[src/design/fhn_pkg.sv]
// Package for the FitzHugh-Nagumo neuron update block.
// Holds the default sizes, command and register codes and the controller-to-datapath command types.
// Depends on nothing; fhn_dp, fhn_ctrl, the top level and the test files import it.
package fhn_pkg;

	localparam int DEF_NEURONS    = 1024;
	localparam int DEF_VALUE_BITS = 24;
	localparam int DEF_FRAC_BITS  = 18;

	localparam int CFG_BITS  = 24;
	localparam int CIDX_BITS = 3;
	localparam int IDX_BITS  = 10;
	localparam int REG_BITS  = 24;
	localparam int CNT_BITS  = 8;
	localparam int STEP_BITS = 19;

	// Item commands.
	localparam logic CMD_UPDATE = 1'b0;
	localparam logic CMD_INIT   = 1'b1;

	// Register indexes on the configuration port.
	localparam logic [CIDX_BITS-1:0] REG_COEF_A     = 3'd0;
	localparam logic [CIDX_BITS-1:0] REG_COEF_B     = 3'd1;
	localparam logic [CIDX_BITS-1:0] REG_COEF_PHI   = 3'd2;
	localparam logic [CIDX_BITS-1:0] REG_STEP_COUNT = 3'd3;
	localparam logic [CIDX_BITS-1:0] REG_STEP_SIZE  = 3'd4;
	localparam logic [CIDX_BITS-1:0] REG_INIT_X     = 3'd5;
	localparam logic [CIDX_BITS-1:0] REG_INIT_W     = 3'd6;

	// Multiplier operand choice, driven by the controller.
	typedef enum logic [2:0] {
		MS_XX, MS_X2X, MS_X3T, MS_BW, MS_PHI, MS_DXH, MS_DWH
	} msel_t;

	// Commands from controller to datapath.
	typedef struct packed {
		logic  load;     // take x and w from the read data
		logic  mul_go;   // register a product
		msel_t msel;
		logic  cap_c3;   // capture dx, using x^3/3
		logic  cap_bw;   // capture b*w, form inner sum
		logic  cap_dw;   // capture dw
		logic  cap_nx;   // new x from dx*h
		logic  cap_nw;   // new w from dw*h
		logic  cap_out;  // fire test and result register
	} fhn_cmd_t;

endpackage

[src/design/fhn_ctrl.sv]
// Controller of the neuron update: sequences memory access, Euler steps and result.
// Depends on fhn_pkg.
module fhn_ctrl import fhn_pkg::*; (
	input  logic                clk,
	input  logic                arst_n,
	input  logic                in_go,
	input  logic                in_init,
	input  logic [CNT_BITS-1:0] step_count,
	input  logic                out_free,
	output logic                busy,
	output logic                mem_we,
	output logic                out_load,
	output fhn_cmd_t            cmd
);
	localparam logic [3:0] S_IDLE = 4'd0, S_RD = 4'd1, S_LD = 4'd2, S_XX = 4'd3,
		S_X2X = 4'd4, S_X3T = 4'd5, S_BW = 4'd6, S_PHI = 4'd7, S_DXH = 4'd8,
		S_DWH = 4'd9, S_FX = 4'd10, S_FX2 = 4'd11, S_FT = 4'd12, S_OUT = 4'd13,
		S_INIT = 4'd14;

	logic [3:0] state_q, state_n;
	logic [CNT_BITS-1:0] left_q;
	logic fin_q;

	// Next state and commands.
	always_comb begin
		state_n = state_q;
		cmd = '0;
		cmd.msel = MS_XX;
		mem_we = 1'b0;
		out_load = 1'b0;
		case (state_q)
			S_IDLE: if (in_go) state_n = in_init ? S_INIT : S_RD;
			S_INIT: begin mem_we = 1'b1; state_n = S_IDLE; end
			S_RD: state_n = S_LD;
			S_LD: begin
				cmd.load = 1'b1;
				state_n = (step_count == '0) ? S_FX : S_XX;
			end
			S_XX: begin cmd.mul_go = 1'b1; cmd.msel = MS_XX; state_n = S_X2X; end
			S_X2X: begin cmd.mul_go = 1'b1; cmd.msel = MS_X2X; state_n = S_X3T; end
			S_X3T: begin
				cmd.msel = MS_X3T; cmd.cap_c3 = 1'b1;
				state_n = fin_q ? S_FT : S_BW;
			end
			S_BW: begin cmd.msel = MS_BW; cmd.cap_bw = 1'b1; state_n = S_PHI; end
			S_PHI: begin cmd.msel = MS_PHI; cmd.cap_dw = 1'b1; state_n = S_DXH; end
			S_DXH: begin cmd.msel = MS_DXH; cmd.cap_nx = 1'b1; state_n = S_DWH; end
			S_DWH: begin
				cmd.msel = MS_DWH; cmd.cap_nw = 1'b1;
				state_n = (left_q <= CNT_BITS'(1)) ? S_FX : S_XX;
			end
			S_FX: begin cmd.mul_go = 1'b1; cmd.msel = MS_XX; state_n = S_FX2; end
			S_FX2: begin cmd.mul_go = 1'b1; cmd.msel = MS_X2X; state_n = S_X3T; end
			S_FT: begin cmd.msel = MS_X3T; cmd.cap_out = 1'b1; state_n = S_OUT; end
			S_OUT: if (out_free) begin
				out_load = 1'b1; mem_we = 1'b1; state_n = S_IDLE;
			end
			default: state_n = S_IDLE;
		endcase
	end

	// State, remaining steps and the final-test flag.
	always_ff @(posedge clk or negedge arst_n) begin
		if (!arst_n) begin
			state_q <= S_IDLE;
			left_q <= '0;
			fin_q <= 1'b0;
		end else begin
			state_q <= state_n;
			if (state_q == S_LD) left_q <= step_count;
			if (state_q == S_DWH) left_q <= left_q - CNT_BITS'(1);
			if (state_n == S_FX) fin_q <= 1'b1;
			if (state_q == S_IDLE) fin_q <= 1'b0;
		end
	end

	assign busy = (state_q != S_IDLE);

	am_write_idle: assert property (@(posedge clk) disable iff (!arst_n)
		mem_we |-> (state_q == S_INIT || state_q == S_OUT))
		else $error("memory write outside init or result");
	am_out_once: assert property (@(posedge clk) disable iff (!arst_n)
		out_load |=> state_q == S_IDLE)
		else $error("result load not followed by idle");
	am_test_fin: assert property (@(posedge clk) disable iff (!arst_n)
		(state_q == S_FT) |-> fin_q)
		else $error("fire test outside the final pass");
endmodule

[config.mk]
export PLATFORM = sky130hd
export DESIGN_NAME = fhn_ctrl
export DESIGN_NICKNAME = d
export VERILOG_FILES = /design/src/design/fhn_pkg.sv /design/src/design/fhn_ctrl.sv
export SDC_FILE = /design/constraint.sdc
export NUM_CORES = 1
export LEC_CHECK = 0
export BUFFER_PORTS_ARGS = -buffer_cell sky130_fd_sc_hd__buf_2
export CELL_PAD_IN_SITES_DETAIL_PLACEMENT = 0
export CELL_PAD_IN_SITES_GLOBAL_PLACEMENT = 1
export CORE_MARGIN = 5
export CORE_UTILIZATION = 35
export DETAILED_ROUTE_END_ITERATION = 12
export PLACE_DENSITY_LB_ADDON = 0.12
export SLEW_MARGIN = 30
export SYNTH_ARGS = -nofsm -noshare
export SYNTH_HDL_FRONTEND = slang
export SYNTH_SLANG_ARGS = --single-unit
[constraint.sdc]
create_clock -name clk -period 2.1 [get_ports clk]
set_clock_uncertainty 0.1 [all_clocks]
set_input_delay 0.315 -clock clk [delete_from_list [all_inputs] [get_ports clk]]
set_output_delay 0.315 -clock clk [all_outputs]
set_load 0.01 [all_outputs]
# Word-level counts from Yosys, hierarchy flattened
# Index checks and enable logic that the tools add are counted.
# W data, S select, Z words.
# classes
add_sub_neg	1
magnitude_cmp	1
n_eq_ne	15
mux	23
reduce_logical	8
# ops
cell	n
$pmux W4 S13	1
$eq A4 B4 Y1 const B	8
$mux W4	6
$pmux W3 S6	1
$eq A4 B3 Y1 const B	4
$mux W8	2
$mux W1	12
$eq A4 B2 Y1 const B	2
$le A8 B1 Y1 const B	1
$logic_not A8 Y1	1
$sub A8 B1 Y8 const B	1
$eq A4 B1 Y1 const B	1
$logic_not A4 Y1	1
$reduce_bool A2 Y1	2
$reduce_bool A4 Y1	1
$reduce_or A2 Y1	2
$reduce_or A4 Y1	1
$pmux W1 S2	1
# totals
regBits	13
inputBits	13
elab_cells	51

# Logic depth before layout (Yosys ltp)
# depth
ltp_word	6
ltp_mapped	7
ltp_nobuf	5

# Least setup slack after synthesis
# No wires, ideal clock.
# synth_path
path_kind	reg2reg
start	reg state_q[0]
end	reg left_q[3]
setup_time_ns	0.126
arrival_ns	1.590
t_required_ns	1.874
path_slack_ns	0.284
path_stages_with_launch	8
synth_period_minus_slack_ns	1.816
cell_sequence	dfrtp_1 -> buf_6 -> or4b_1 -> buf_6 -> clkinv_4 -> buf_12 -> mux2i_1 -> a221o_1
# synth_between
elab_chain_len	2
word_cells_on_any_way	4
classes_between	eq/ne (2); mux (1); reduce/logical (1)
# synth_rtl
element	line	rtl
start, declared	fhn_ctrl.sv:20	logic [3:0] state_q, state_n;
start signal, assigned	fhn_ctrl.sv:69	state_q <= state_n;
$eq A4 B4 Y1 or $eq A4 B2 Y1 (tied branches)	fhn_ctrl.sv:71, fhn_ctrl.sv:70	
$mux W8 or $reduce_bool A2 Y1 (tied branches)	n/a	
end signal, assigned	fhn_ctrl.sv:70	if (state_q == S_LD) left_q <= step_count;
end signal, assigned	fhn_ctrl.sv:71	if (state_q == S_DWH) left_q <= left_q - CNT_BITS'(1);
end, declared	fhn_ctrl.sv:21	logic [CNT_BITS-1:0] left_q;
# Parallel ways exist; a longest one is shown, timed or not.
# A chain may end at the register's enable or synchronous reset.

==> results.md <==
* Power share of the clock group at 0.094
* Layout Nets at roughly 160
* Worst-margin pin slew at 0.416 ns
* HPWL Detailed at 2070 µm
* Hold depth at 3
* Post-Layout Cell Count at 177
* Final hold violation count at 0
* Clock Path Buffers at 2
* Count of final max-slew check failures at 0
* Ys Warns at 0
* DR vias at 1,018
* # clock sinks at 13
* Vias in the first global route at 1,008
* CP Max Fanout at 11
* Share of power burned in registers at 0.303
* Final instance area at 0.00122 mm²
* Total wire length at about 2600 µm
* Share of the synthesized area in the top cell type at 0.320
* Number of library cell types mapped by synthesis at 42
* Most frequent cells in the layout: buf_2, dfrtp_1, nor2_1, buf_4, nand2_1
* Vias per cell at 5.75
* Most area-consuming cells after synthesis: dfrtp_1, mux2i_1, nor2_1, or4_1, nand2_1
* Sequential element share of the synthesized area at 0.320
* Commonest non-fill, non-tap cell in the layout: buf_2
* Clock latency on the worst-skew pair at 0.28 ns
* Placer congestion estimate at roughly 0.85
* Syn Nets at 131
* Tmin final at 1.99 ns
* Ports at 27
* Core ar. at 0.00276 mm²
* Dpl ws at ~0.31 ns
* Most used DFF post-synth: dfrtp_1
* Port bufs at 26
* Max Cap Viol at 0
* Layout area overhead at 19.8%
* Rel. slew slack at 0.722
* First-pass GRT wire length at 4330 µm
* Final worst-path cycle share at 0.948
* Post-synth ARST share at 1.00
* Setup TNS at 0 ns
* Antenna diode count at 0
* Static Leak at 0.565 nW
* Share of cells above drive strength 1 at 0.308
* Syn Std Cell Area at 0.00102 mm²
* Peak supply drop at 678 µV
* Dpl cells at around 170
* Reg2Reg Depth at 3
* Critical path capture point type: primary output
* First DRT Iteration DRCs at 59
* Status: finished, final reports clean
* Cell taking the most area after synthesis: dfrtp_1
* Initial antenna violation count at 0
* Global-route usage over all layers at 0.129
* Rows at 19
* CTS buffer count at 3
* Initial core utilization at 0.368
* Synth Register Bits at 13
* Critical path launch point type: flip-flop
* Power Internal at 919 µW
* Largest net degree at the start of global routing at 17
* Avg WL per Cell at 14.7 µm
* Placed cell areas at 0.00118 mm²
* Root Driver: clkbuf_4
* Clock transition at the registers of the reported paths at 0.08 ns
* Global route overflow at 0
* Power per cell area at about 1400 mW/mm²
* Chip height at around 64 µm
* Crit path required time at roughly 1.7 ns
* CTS tree: yes
* RSZ-0062 raised after global routing: no
* Hold Path Class: in -> reg
* Final setup viols at 0
* Number of flops mapped to enable cells by yosys at 0
* DRT Pass-1 Iters at 4
* Drc violations at 0
* Synth Instances at roughly 120
* Switching Power at 758 µW
* H-tree levels at 1
* Combinational power share at 0.604
* Area of the die at 0.00408 mm²
* Critical path arrival at 1.58 ns
* Sw Ratio at 0.452
* Fmax at 502 MHz
* Synthesized area per cell at a little under 9 µm²
* Setup CP Type: reg -> out
* Die X-Extent at 63.9 µm
* Setup ws final at 0.110 ns
* Post-route ant nets at 0
[cell type report]
cell class	instances	area, µm²
fillers	293	1540
multi-input cells	88	599
flip-flops and latches	13	325
repair buffers	35	200
well taps	31	38.8
inverters	6	27.5
clock buffers	4	26.3
[worst max-delay path, cell delays in order, from the launching register on]
cell	delay, ns
dfrtp_1	0.47
or4b_4	0.58
clkinv_4	0.11
buf_2	0.14
[sequential cells by signal (all words and copies together), names as in the netlist]
signal	count
fin_q	1
left_q	8
state_q	4
[cell usage after synthesis (3+ instances only)]
cell / instances
nor3_1: 5
mux2i_1: 4
o22ai_1: 3
clkbuf_1: 4
nand3_1: 5
nor2_1: 10
o21ai_0: 4
dfrtp_1: 13
nand2_1: 7
a21oi_1: 3
nand2b_1: 4
or3_1: 3
nor3b_1: 3
inv_1: 4
or4_1: 5
[timing repair]
action                                  4_1_cts  5_1_grt
resized for setup                             0        1
endpoints found under the hold margin        13        0
setup buffers                                 0        0
endpoints found under the setup margin        0        1
hold buffers                                  1        0
[stage by stage]
| step | hold slack [ns] | total power [mW] | util |
|---|---|---|---|
| after CTS | 0.177 | 1.68 | 0.440 |
| after floorplan | -0.0806 | 1.26 | - |
| after global placement | 0.123 | 1.51 | 0.427 |
| final | 0.176 | 1.68 | 0.441 |
| after detailed placement | 0.125 | 1.52 | 0.427 |
| after global routing | 0.182 | 1.84 | 0.441 |
[final timing paths]
check / slack, ns / to / startpoint
max in group asynchronous: 1.32 / left_q[5]$_DFFE_PN0P_ / arst_n
worst max register to register: 0.32 / state_q[3]$_DFF_PN0_ / left_q[6]$_DFFE_PN0P_
worst max-delay path: 0.11 / cmd[10] / state_q[2]$_DFF_PN0_
worst min register to register: 0.45 / fin_q$_DFFE_PN0P_ / fin_q$_DFFE_PN0P_
min in group asynchronous: 0.35 / left_q[2]$_DFFE_PN0P_ / arst_n
worst min-delay path: 0.18 / left_q[7]$_DFFE_PN0P_ / step_count[7]
[routing by layer]
layer,vias up,global-route usage,part of all wire
li1,499,-,-
met1,491,0.157,0.44
met2,24,0.212,0.48
met3,4,0.0298,0.065
met4,0,0.0623,0.013
met5,-,0,0
[power by group through the flow]
| stage | logic [mW] | clock network [mW] | registers, mW |
|---|---|---|---|
| after floorplan | 0.814 | 0 | 0.447 |
| after global routing | 1.14 | 0.170 | 0.531 |
| final | 1.01 | 0.157 | 0.507 |
| after CTS | 1.02 | 0.162 | 0.501 |
| after detailed placement | 1.01 | 0 | 0.501 |
| after global placement | 1.01 | 0 | 0.502 |
[logic make-up after synthesis]
logic type | Yosys count | synth area share
AOI/OAI and AO/OA | 26 | 0.190
xor gates and xnor gates | 2 | 0.0172
adders and majority gates | 2 | 0.0246
buffers and inverters | 15 | 0.0936
DFF | 13 | 0.320
muxes | 6 | 0.0616
and+or+nand+nor | 52 | 0.293
Note: power is estimated with default switching activity, not from simulation.
