`src/design/fhn_pkg.sv`:
```
// Package for the FitzHugh-Nagumo neuron update block.
// Holds the default sizes, command and register codes and the controller-to-datapath command types.
// Depends on nothing; fhn_dp, fhn_ctrl, the top level and the test files import it.
package fhn_pkg;

	localparam int DEF_NEURONS    = 1024;
	localparam int DEF_VALUE_BITS = 24;
	localparam int DEF_FRAC_BITS  = 18;

	localparam int CFG_BITS  = 24;
	localparam int CIDX_BITS = 3;
	localparam int IDX_BITS  = 10;
	localparam int REG_BITS  = 24;
	localparam int CNT_BITS  = 8;
	localparam int STEP_BITS = 19;

	// Item commands.
	localparam logic CMD_UPDATE = 1'b0;
	localparam logic CMD_INIT   = 1'b1;

	// Register indexes on the configuration port.
	localparam logic [CIDX_BITS-1:0] REG_COEF_A     = 3'd0;
	localparam logic [CIDX_BITS-1:0] REG_COEF_B     = 3'd1;
	localparam logic [CIDX_BITS-1:0] REG_COEF_PHI   = 3'd2;
	localparam logic [CIDX_BITS-1:0] REG_STEP_COUNT = 3'd3;
	localparam logic [CIDX_BITS-1:0] REG_STEP_SIZE  = 3'd4;
	localparam logic [CIDX_BITS-1:0] REG_INIT_X     = 3'd5;
	localparam logic [CIDX_BITS-1:0] REG_INIT_W     = 3'd6;

	// Multiplier operand choice, driven by the controller.
	typedef enum logic [2:0] {
		MS_XX, MS_X2X, MS_X3T, MS_BW, MS_PHI, MS_DXH, MS_DWH
	} msel_t;

	// Commands from controller to datapath.
	typedef struct packed {
		logic  load;     // take x and w from the read data
		logic  mul_go;   // register a product
		msel_t msel;
		logic  cap_c3;   // capture dx, using x^3/3
		logic  cap_bw;   // capture b*w, form inner sum
		logic  cap_dw;   // capture dw
		logic  cap_nx;   // new x from dx*h
		logic  cap_nw;   // new w from dw*h
		logic  cap_out;  // fire test and result register
	} fhn_cmd_t;

endpackage

```
`src/design/fhn_dp.sv`:
```
// Datapath of the neuron update: shared multiplier, adders, saturation, fire test.
// Depends on fhn_pkg.
module fhn_dp import fhn_pkg::*; #(
	parameter int VALUE_BITS = DEF_VALUE_BITS,
	parameter int FRAC_BITS  = DEF_FRAC_BITS
) (
	input  logic                         clk,
	input  fhn_cmd_t                     cmd,
	input  logic signed [VALUE_BITS-1:0] rd_x,
	input  logic signed [VALUE_BITS-1:0] rd_w,
	input  logic signed [VALUE_BITS-1:0] drive,
	input  logic signed [REG_BITS-1:0]   coef_a,
	input  logic signed [REG_BITS-1:0]   coef_b,
	input  logic signed [REG_BITS-1:0]   coef_phi,
	input  logic [STEP_BITS-1:0]         step_size,
	output logic signed [VALUE_BITS-1:0] x_out,
	output logic signed [VALUE_BITS-1:0] w_out,
	output logic                         fired
);
	localparam int V = VALUE_BITS;
	localparam int PW = 2 * V + 2;
	localparam int SW = V + 3;
	localparam logic signed [V-1:0] VMAX = {1'b0, {(V-1){1'b1}}};
	localparam logic signed [V-1:0] VMIN = {1'b1, {(V-1){1'b0}}};
	localparam logic signed [V+1:0] THIRD = (V+2)'(((64'd1 << FRAC_BITS) + 64'd1) / 64'd3);
	localparam logic signed [V+1:0] ONE = (V+2)'(64'd1 << FRAC_BITS);

	function automatic logic signed [V-1:0] sat_s(input logic signed [SW-1:0] v);
		if (v > SW'(VMAX)) return VMAX;
		if (v < SW'(VMIN)) return VMIN;
		return v[V-1:0];
	endfunction

	logic signed [V-1:0] x_q, w_q, x2_q, x3_q, inner_q, dx_q, dw_q;
	logic signed [V:0] opa, opb;
	logic signed [PW-1:0] prod;
	logic [PW-1:0] mag;
	logic [PW-1:0] shq;
	logic signed [PW-1:0] lim;
	logic signed [V-1:0] mres;

	// Operand selection for the shared multiplier.
	always_comb begin
		opa = (V+1)'(x_q);
		opb = (V+1)'(x_q);
		case (cmd.msel)
			MS_XX:  begin opa = (V+1)'(x_q);  opb = (V+1)'(x_q); end
			MS_X2X: begin opa = (V+1)'(x2_q); opb = (V+1)'(x_q); end
			MS_X3T: begin opa = (V+1)'(x3_q); opb = (V+1)'(THIRD); end
			MS_BW:  begin opa = (V+1)'(coef_b); opb = (V+1)'(w_q); end
			MS_PHI: begin opa = (V+1)'(coef_phi); opb = (V+1)'(inner_q); end
			MS_DXH: begin opa = (V+1)'(dx_q); opb = $signed({1'b0, (V)'(step_size)}); end
			MS_DWH: begin opa = (V+1)'(dw_q); opb = $signed({1'b0, (V)'(step_size)}); end
			default: begin opa = (V+1)'(x_q); opb = (V+1)'(x_q); end
		endcase
	end

	// Product truncated toward zero and saturated.
	always_comb begin
		prod = PW'(opa) * PW'(opb);
		mag = prod[PW-1] ? PW'(-prod) : PW'(prod);
		shq = mag >> FRAC_BITS;
		if (prod[PW-1]) begin
			lim = -$signed(shq);
			mres = (shq > PW'(VMAX) + PW'(1)) ? VMIN : lim[V-1:0];
		end else begin
			lim = $signed(shq);
			mres = (shq > PW'(VMAX)) ? VMAX : lim[V-1:0];
		end
	end

	logic signed [V-1:0] dx_c, inner_c, nx_c, nw_c, h_c;

	// Sums, each saturated once.
	always_comb begin
		dx_c = sat_s(SW'(x_q) - SW'(mres) - SW'(w_q) + SW'(drive));
		inner_c = sat_s(SW'(x_q) + SW'(coef_a) - SW'(mres));
		nx_c = sat_s(SW'(x_q) + SW'(mres));
		nw_c = sat_s(SW'(w_q) + SW'(mres));
		h_c = sat_s(SW'(x_q) - SW'(mres));
	end

	// Working registers.
	always_ff @(posedge clk) begin
		if (cmd.load) begin
			x_q <= rd_x;
			w_q <= rd_w;
		end
		if (cmd.mul_go && cmd.msel == MS_XX) x2_q <= mres;
		if (cmd.mul_go && cmd.msel == MS_X2X) x3_q <= mres;
		if (cmd.cap_c3) begin
			dx_q <= dx_c;
		end
		if (cmd.cap_bw) inner_q <= inner_c;
		if (cmd.cap_dw) dw_q <= mres;
		if (cmd.cap_nx) x_q <= nx_c;
		if (cmd.cap_nw) w_q <= nw_c;
		if (cmd.cap_out) begin
			fired <= (w_q > h_c) && (SW'(x_q) > SW'(ONE));
		end
	end

	assign x_out = x_q;
	assign w_out = w_q;
endmodule

```
`config.mk`:
```
export PLATFORM = sky130hd
export DESIGN_NAME = fhn_dp
export DESIGN_NICKNAME = d
export VERILOG_FILES = /design/src/design/fhn_pkg.sv /design/src/design/fhn_dp.sv
export SDC_FILE = /design/constraint.sdc
export NUM_CORES = 2
export LEC_CHECK = 0
export ABC_AREA = 1
export BUFFER_PORTS_ARGS = -buffer_cell sky130_fd_sc_hd__buf_2
export CORE_UTILIZATION = 35
export CTS_CLUSTER_SIZE = 24
export DETAILED_ROUTE_END_ITERATION = 10
export GPL_TIMING_DRIVEN = 0
export PLACE_DENSITY = 0.53
export SETUP_SLACK_MARGIN = 0.4
export SYNTH_ARGS = -nofsm -noshare
export SYNTH_HDL_FRONTEND = slang
export SYNTH_SLANG_ARGS = --single-unit
```
`constraint.sdc`:
```
create_clock -name clk -period 16.7 [get_ports clk]
set_clock_uncertainty 0.1 [all_clocks]
set_input_delay 0.835 -clock clk [delete_from_list [all_inputs] [get_ports clk]]
set_output_delay 0.835 -clock clk [all_outputs]
set_load 0.01 [all_outputs]
```
After elaboration in Yosys (flattened, before gate mapping)
Index checks and enable logic that the tools add are counted.

storage, ports and cells
  bits in read-only memories = 0
  word-level logic and storage cells = 90
  output and inout bits = 49
  flip-flop bits (word level) = 169
  memory bits (writable) = 0
  memories kept = 0
  latch bits = 0

cells by class
  multiplexer cells = 45
  multiply operators = 1
  bitwise gates (word level) = 0
  eq/ne operators = 6
  reduce and logical (&&, ||, !) cells = 7
  div/mod/pow operators = 0
  shift operators = 0
  add/subtract/negate cells = 9
  order comparisons = 14

operator list
  cell                                                                            count
  24-bit 2-to-1 mux                                                               27
  25-bit case mux with 6 select lines                                             1
  25-bit case mux with 4 select lines                                             1
  24-bit by 24-bit adder with 25-bit output                                       3
  25-bit by 24-bit > comparator with 1-bit output, second input constant          3
  25-bit by 24-bit less-than comparator with 1-bit output, second input constant  3
  25-bit by 24-bit subtractor with 26-bit output                                  2
  25-bit by 25-bit multiplier with 50-bit output                                  1
  50-bit 2-to-1 mux                                                               1
  50-bit negator                                                                  1
  32-bit by 23-bit > comparator with 1-bit output, second input constant          1
  32-bit by 24-bit > comparator with 1-bit output, second input constant          1
  26-bit by 24-bit adder with 27-bit output                                       1
  27-bit by 24-bit > comparator with 1-bit output, second input constant          1
  27-bit by 24-bit less-than comparator with 1-bit output, second input constant  1
  26-bit by 24-bit > comparator with 1-bit output, second input constant          1
  26-bit by 24-bit less-than comparator with 1-bit output, second input constant  1
  24-bit by 24-bit subtractor with 25-bit output                                  1
  24-bit by 20-bit > comparator with 1-bit output, second input constant          1
  24-bit > comparator                                                             1
  24-bit negator                                                                  1
  1-bit 2-to-1 mux                                                                15
  3-bit == test, second input constant                                            3
  3-bit by 2-bit == test with 1-bit output, second input constant                 2
  5 further kinds                                                                 8

Depth between registers and ports, before layout
  depth after elaboration = 17
  mapped depth = 86

Worst setup path before layout
No wires, ideal clock.

  path kind = input -> register
  start = input port cmd[7] (netlist bit)
  end = register dx_q[15] (data pin)
  slack = 2.044 ns
  data required time = 16.329 ns
  stages on the path = 73
  path buffers = 5
  arrival time = 14.285 ns
  cell sequence = inv_2 nand2_2 nor2_2 clkbuf_1 a22o_1 a211oi_1 nand2_1 inv_1 clkbuf_1 nor2_1 inv_1 fa_1 inv_1 fa_1 inv_1 fa_1 inv_1 fa_1 (+37 left out) o21ai_1 a21oi_1 o21ai_1 xnor2_1 inv_1 fa_1 inv_1 ha_1 inv_1 nor3_1 nor3b_1 a221oi_1 nand2_1 xor2_1 inv_1 o31ai_1 clkbuf_1 o21ai_0

on the way
  longest elaborated chain between the ends = 17
  elaborated cells between the ends (all ways) = 29
  those cells by class = 5 x add/sub; 1 x mul; 4 x order compare; 6 x eq/ne; 12 x mux; 1 x reduce/logical

RTL lines
  what                                                                           line                        text
  start: declaration                                                             fhn_dp.sv:8                 input fhn_cmd_t cmd,
  3-bit == test                                                                  fhn_dp.sv:46                case (cmd.msel)
  2-bit OR reduction (no source line)                                            --
  25-bit case mux with 4 select lines                                            fhn_dp.sv:46
  25-bit by 25-bit multiplier with 50-bit output (*)                             fhn_dp.sv:60                prod = PW'(opa) * PW'(opb);
  50-bit negator                                                                 fhn_dp.sv:61                mag = prod[PW-1] ? PW'(-prod) : PW'(prod);
  50-bit 2-to-1 mux                                                              fhn_dp.sv:61
  32-bit by 23-bit > comparator with 1-bit output, or another cell as far along  fhn_dp.sv:68                mres = (shq > PW'(VMAX)) ? VMAX : lim[V-1:0];
  24-bit 2-to-1 mux, on equally long branches                                    fhn_dp.sv:68, fhn_dp.sv:65
  24-bit 2-to-1 mux (*)                                                          fhn_dp.sv:63                if (prod[PW-1]) begin
  named net mres[2]                                                              fhn_dp.sv:40                logic signed [V-1:0] mres;
  24-bit by 24-bit subtractor with 25-bit output (*)                             fhn_dp.sv:76                dx_c = sat_s(SW'(x_q) - SW'(mres) - SW'(w_q) + SW'(drive));
  25-bit by 24-bit subtractor with 26-bit output (*)                             fhn_dp.sv:76
  26-bit by 24-bit adder with 27-bit output (*)                                  fhn_dp.sv:76
  27-bit by 24-bit less-than comparator with 1-bit output                        fhn_dp.sv:30                if (v < SW'(VMIN)) return VMIN;
  1-bit 2-to-1 mux (2 in a row)                                                  fhn_dp.sv:30
  24-bit 2-to-1 mux                                                              fhn_dp.sv:31                return v[V-1:0];
  24-bit 2-to-1 mux (*)                                                          fhn_dp.sv:30
  end signal: assignment                                                         fhn_dp.sv:92                dx_q <= dx_c;
  end: declaration                                                               fhn_dp.sv:34                logic signed [V-1:0] x_q, w_q, x2_q, x3_q, inner_q, dx_q, dw_q;

Mark *: on every way through the listed nets, which the timed path passes. The rest lies on a longest branch. The select of a mux whose other input is x is not followed.
A chain may end at the register's enable or synchronous reset.

Final worst setup path
  start = input port cmd[8] (netlist bit)
  end = register dx_q[15] (data pin)

Same word-level chain as after synthesis.

==> impl_metrics.env <==
export IMPL_cp_start_kind="input pin"
export IMPL_fp_row_count=125
export IMPL_drc=0
export IMPL_cts_reportedPaths_clkPinSlew_ns=0.07
export IMPL_synth_distinct_cells=59
export IMPL_grt_overflow_total=0
export IMPL_grt_setup_unrepaired="no"
export IMPL_synth_commonest_cells="1289 x nand2_1, 1142 x inv_1, 695 x fa_1, 592 x nor2_1, 291 x ha_1"
export IMPL_cp_slowest_cell="fa_1"
export IMPL_cts_sinks=169
export IMPL_start_util_pct=35.46
export IMPL_critical_path_max_stage_delay_ns=0.62
export IMPL_viasPerCell=5.159
export IMPL_die_y_um=345.8
export IMPL_max_cap_violations=0
export IMPL_hold_class="input pin to register"
export IMPL_min_period_ns=15.78
export IMPL_vias=37580
export IMPL_yosysSeqAreaShare_pct=12.27
export IMPL_final_antenna_net_count=0
export IMPL_synth_edf_count=169
export IMPL_area_delta_synth_final_pct=13.60
export IMPL_crit_buf_inv=16
export IMPL_yosysTopAreaCellShare_pct=33.63
export IMPL_cp_end_kind="register"
export IMPL_wl_um=168000
export IMPL_synthesis_area_um2=41370
export IMPL_synth_area_leader_cell="fa_1"
export IMPL_grt_first_pass_wirelength_um=247900
export IMPL_gp_congestion=0.9901
export IMPL_synth_main_ff_cell="edfxtp_1"
export IMPL_cp_common_cell="nand2_1"
export IMPL_nNetsFinal=6908
export IMPL_crit_path_max_fanout=10
export IMPL_syn_nets=6587
export IMPL_cts_buffer_depth=2
export IMPL_hold_violations=0
export IMPL_avgSynthCellArea_um2=7.625
export IMPL_critPathKind="input pin to register"
export IMPL_netlist_top_cells_area="fa_1 34%, edfxtp_1 12%, nand2_1 12%"
export IMPL_die_w_um=345.8
export IMPL_cpLargestDelayFamily="simple AND/OR/NAND/NOR gates"
export IMPL_antenna_found_initial=7
export IMPL_fin_util_pct=40.28
export IMPL_root_buffer="clkbuf_16"
export IMPL_cts_hold_buf=0
export IMPL_worstMarginPinSlew_ns=1.115
export IMPL_fp_dieArea_um2=119600
export IMPL_relSlewSlack_pct=25.52
export IMPL_yosys_warnings=0
export IMPL_ys_async_sr_fraction_pct=0
export IMPL_ys_ff_latch=169
export IMPL_finalSetupViolCount=0
export IMPL_insertion_delay_ns=0.48
export IMPL_dr_pass1_iters=7
export IMPL_slew_viol_final=0
export IMPL_cts_max_level=4
export IMPL_cts_tree="built"
export IMPL_cts_buffers_inserted=17
export IMPL_grt_pass1_vias=38150
export IMPL_wl_per_cell_um=23.06
export IMPL_synth_most_common_cell="nand2_1"
export IMPL_finalCritPeriodShare_pct=94.50
export IMPL_drt_initial_drc_count=2974
export IMPL_dp_hpwl_um=144100
export IMPL_crit_arrival_ns=15.89
export IMPL_required_ns=16.81
export IMPL_grt_max_degree=25
export IMPL_synthCells=5426
export IMPL_clock_fmax_mhz=63.36
export IMPL_portBuffers=223
export IMPL_status="completed"
export IMPL_coreArea_um2=116700
export IMPL_io_pins=224
export IMPL_drive_gt1_share_pct=12.86
export IMPL_grt_use_total_pct=28.17
==> cell usage in the layout, fill, tap and decap left out, types with 35 or more instances in the layout <==
cell type	n
nand3_1	179
nor2_1	573
xnor2_1	35
o21ai_0	109
fa_1	688
nand2_2	41
xor2_1	83
clkbuf_1	36
ha_1	279
a22o_1	42
nand2_1	1257
edfxtp_1	169
buf_4	82
nand4_1	57
inv_1	1121
a21oi_1	215
buf_2	242
clkbuf_2	52
==> logic make-up after synthesis <==
group	Yosys count	synth area share [%]
flops	169	12.27
xor+xnor	130	2.752
fa+ha+maj	986	42.43
compound gates	552	7.905
simple gates	2253	22.39
buf+inv	1336	12.25
==> cell type report <==
cell class | count | area, um2
Antenna cell | 1 | 2.502
Buffer | 165 | 970.9
Clock buffer | 18 | 429.2
Clock inverter | 14 | 168.9
Fill cell | 12280 | 69670
Inverter | 1171 | 4434
Multi-Input combinational cell | 3921 | 32200
Sequential cell | 169 | 5075
Tap cell | 1524 | 1907
Timing Repair Buffer | 302 | 1810
==> timing repair <==
action,in CTS,in global routing
hold endpoints to repair,0,0
endpoints found under the setup margin,91,25
pin swaps,13,26
setup buffers,19,38
gates resized for setup,267,208
==> routing by layer <==
layer  GRT usage, %  up-vias  wire, um
li1               -    17240         -
met1          36.39    18700     69570
met2          46.83     1320     79090
met3          2.754      320      9208
met4          14.39        4     10090
met5              0        -        26
==> stage by stage <==
| stage | cell area, um2 | TNS, ns | hold WS, ns | cells | worst slack [ns] |
|---|---|---|---|---|---|
| 2_1_floorplan | 41370 | 0 | 0.7376 | 5426 | 2.044 |
| 3_3_place_gp | 44400 | -226.39 | 0.8770 | 7173 | -4.552 |
| 3_5_place_dp | 44750 | -128.87 | 0.8834 | 7195 | -3.532 |
| 4_1_cts | 46290 | 0 | 0.4280 | 7246 | 0.4206 |
| 5_1_grt | 47000 | 0 | 0.4431 | 7284 | 0.3213 |
| 6_report | 47000 | 0 | 0.4546 | 7285 | 0.9182 |
==> worst paths after layout <==
check	startpoint	endpoint	slack, ns	cells after the start
worst min-delay path	cmd[0]	fired$_DFFE_PP_	0.45	1
worst min register to register	w_out[4]$_DFFE_PP_	w_out[4]$_DFFE_PP_	0.89	4
worst max-delay path	cmd[8]	dx_q[15]$_SDFFCE_PN1P_	0.92	71
worst max register to register	x_out[23]$_DFFE_PP_	dx_q[15]$_SDFFCE_PN1P_	1.31	68
==> sequential cells by signal, summed over array words and instances (netlist names) <==
| register | count |
|---|---|
| dw_q | 24 |
| dx_q | 24 |
| inner_q | 24 |
| w_out | 24 |
| x2_q | 24 |
| x3_q | 24 |
| x_out | 24 |
| fired | 1 |
Power is not shown: default switching activity piles up to over one toggle a cycle in this logic, so the estimate is an artifact.
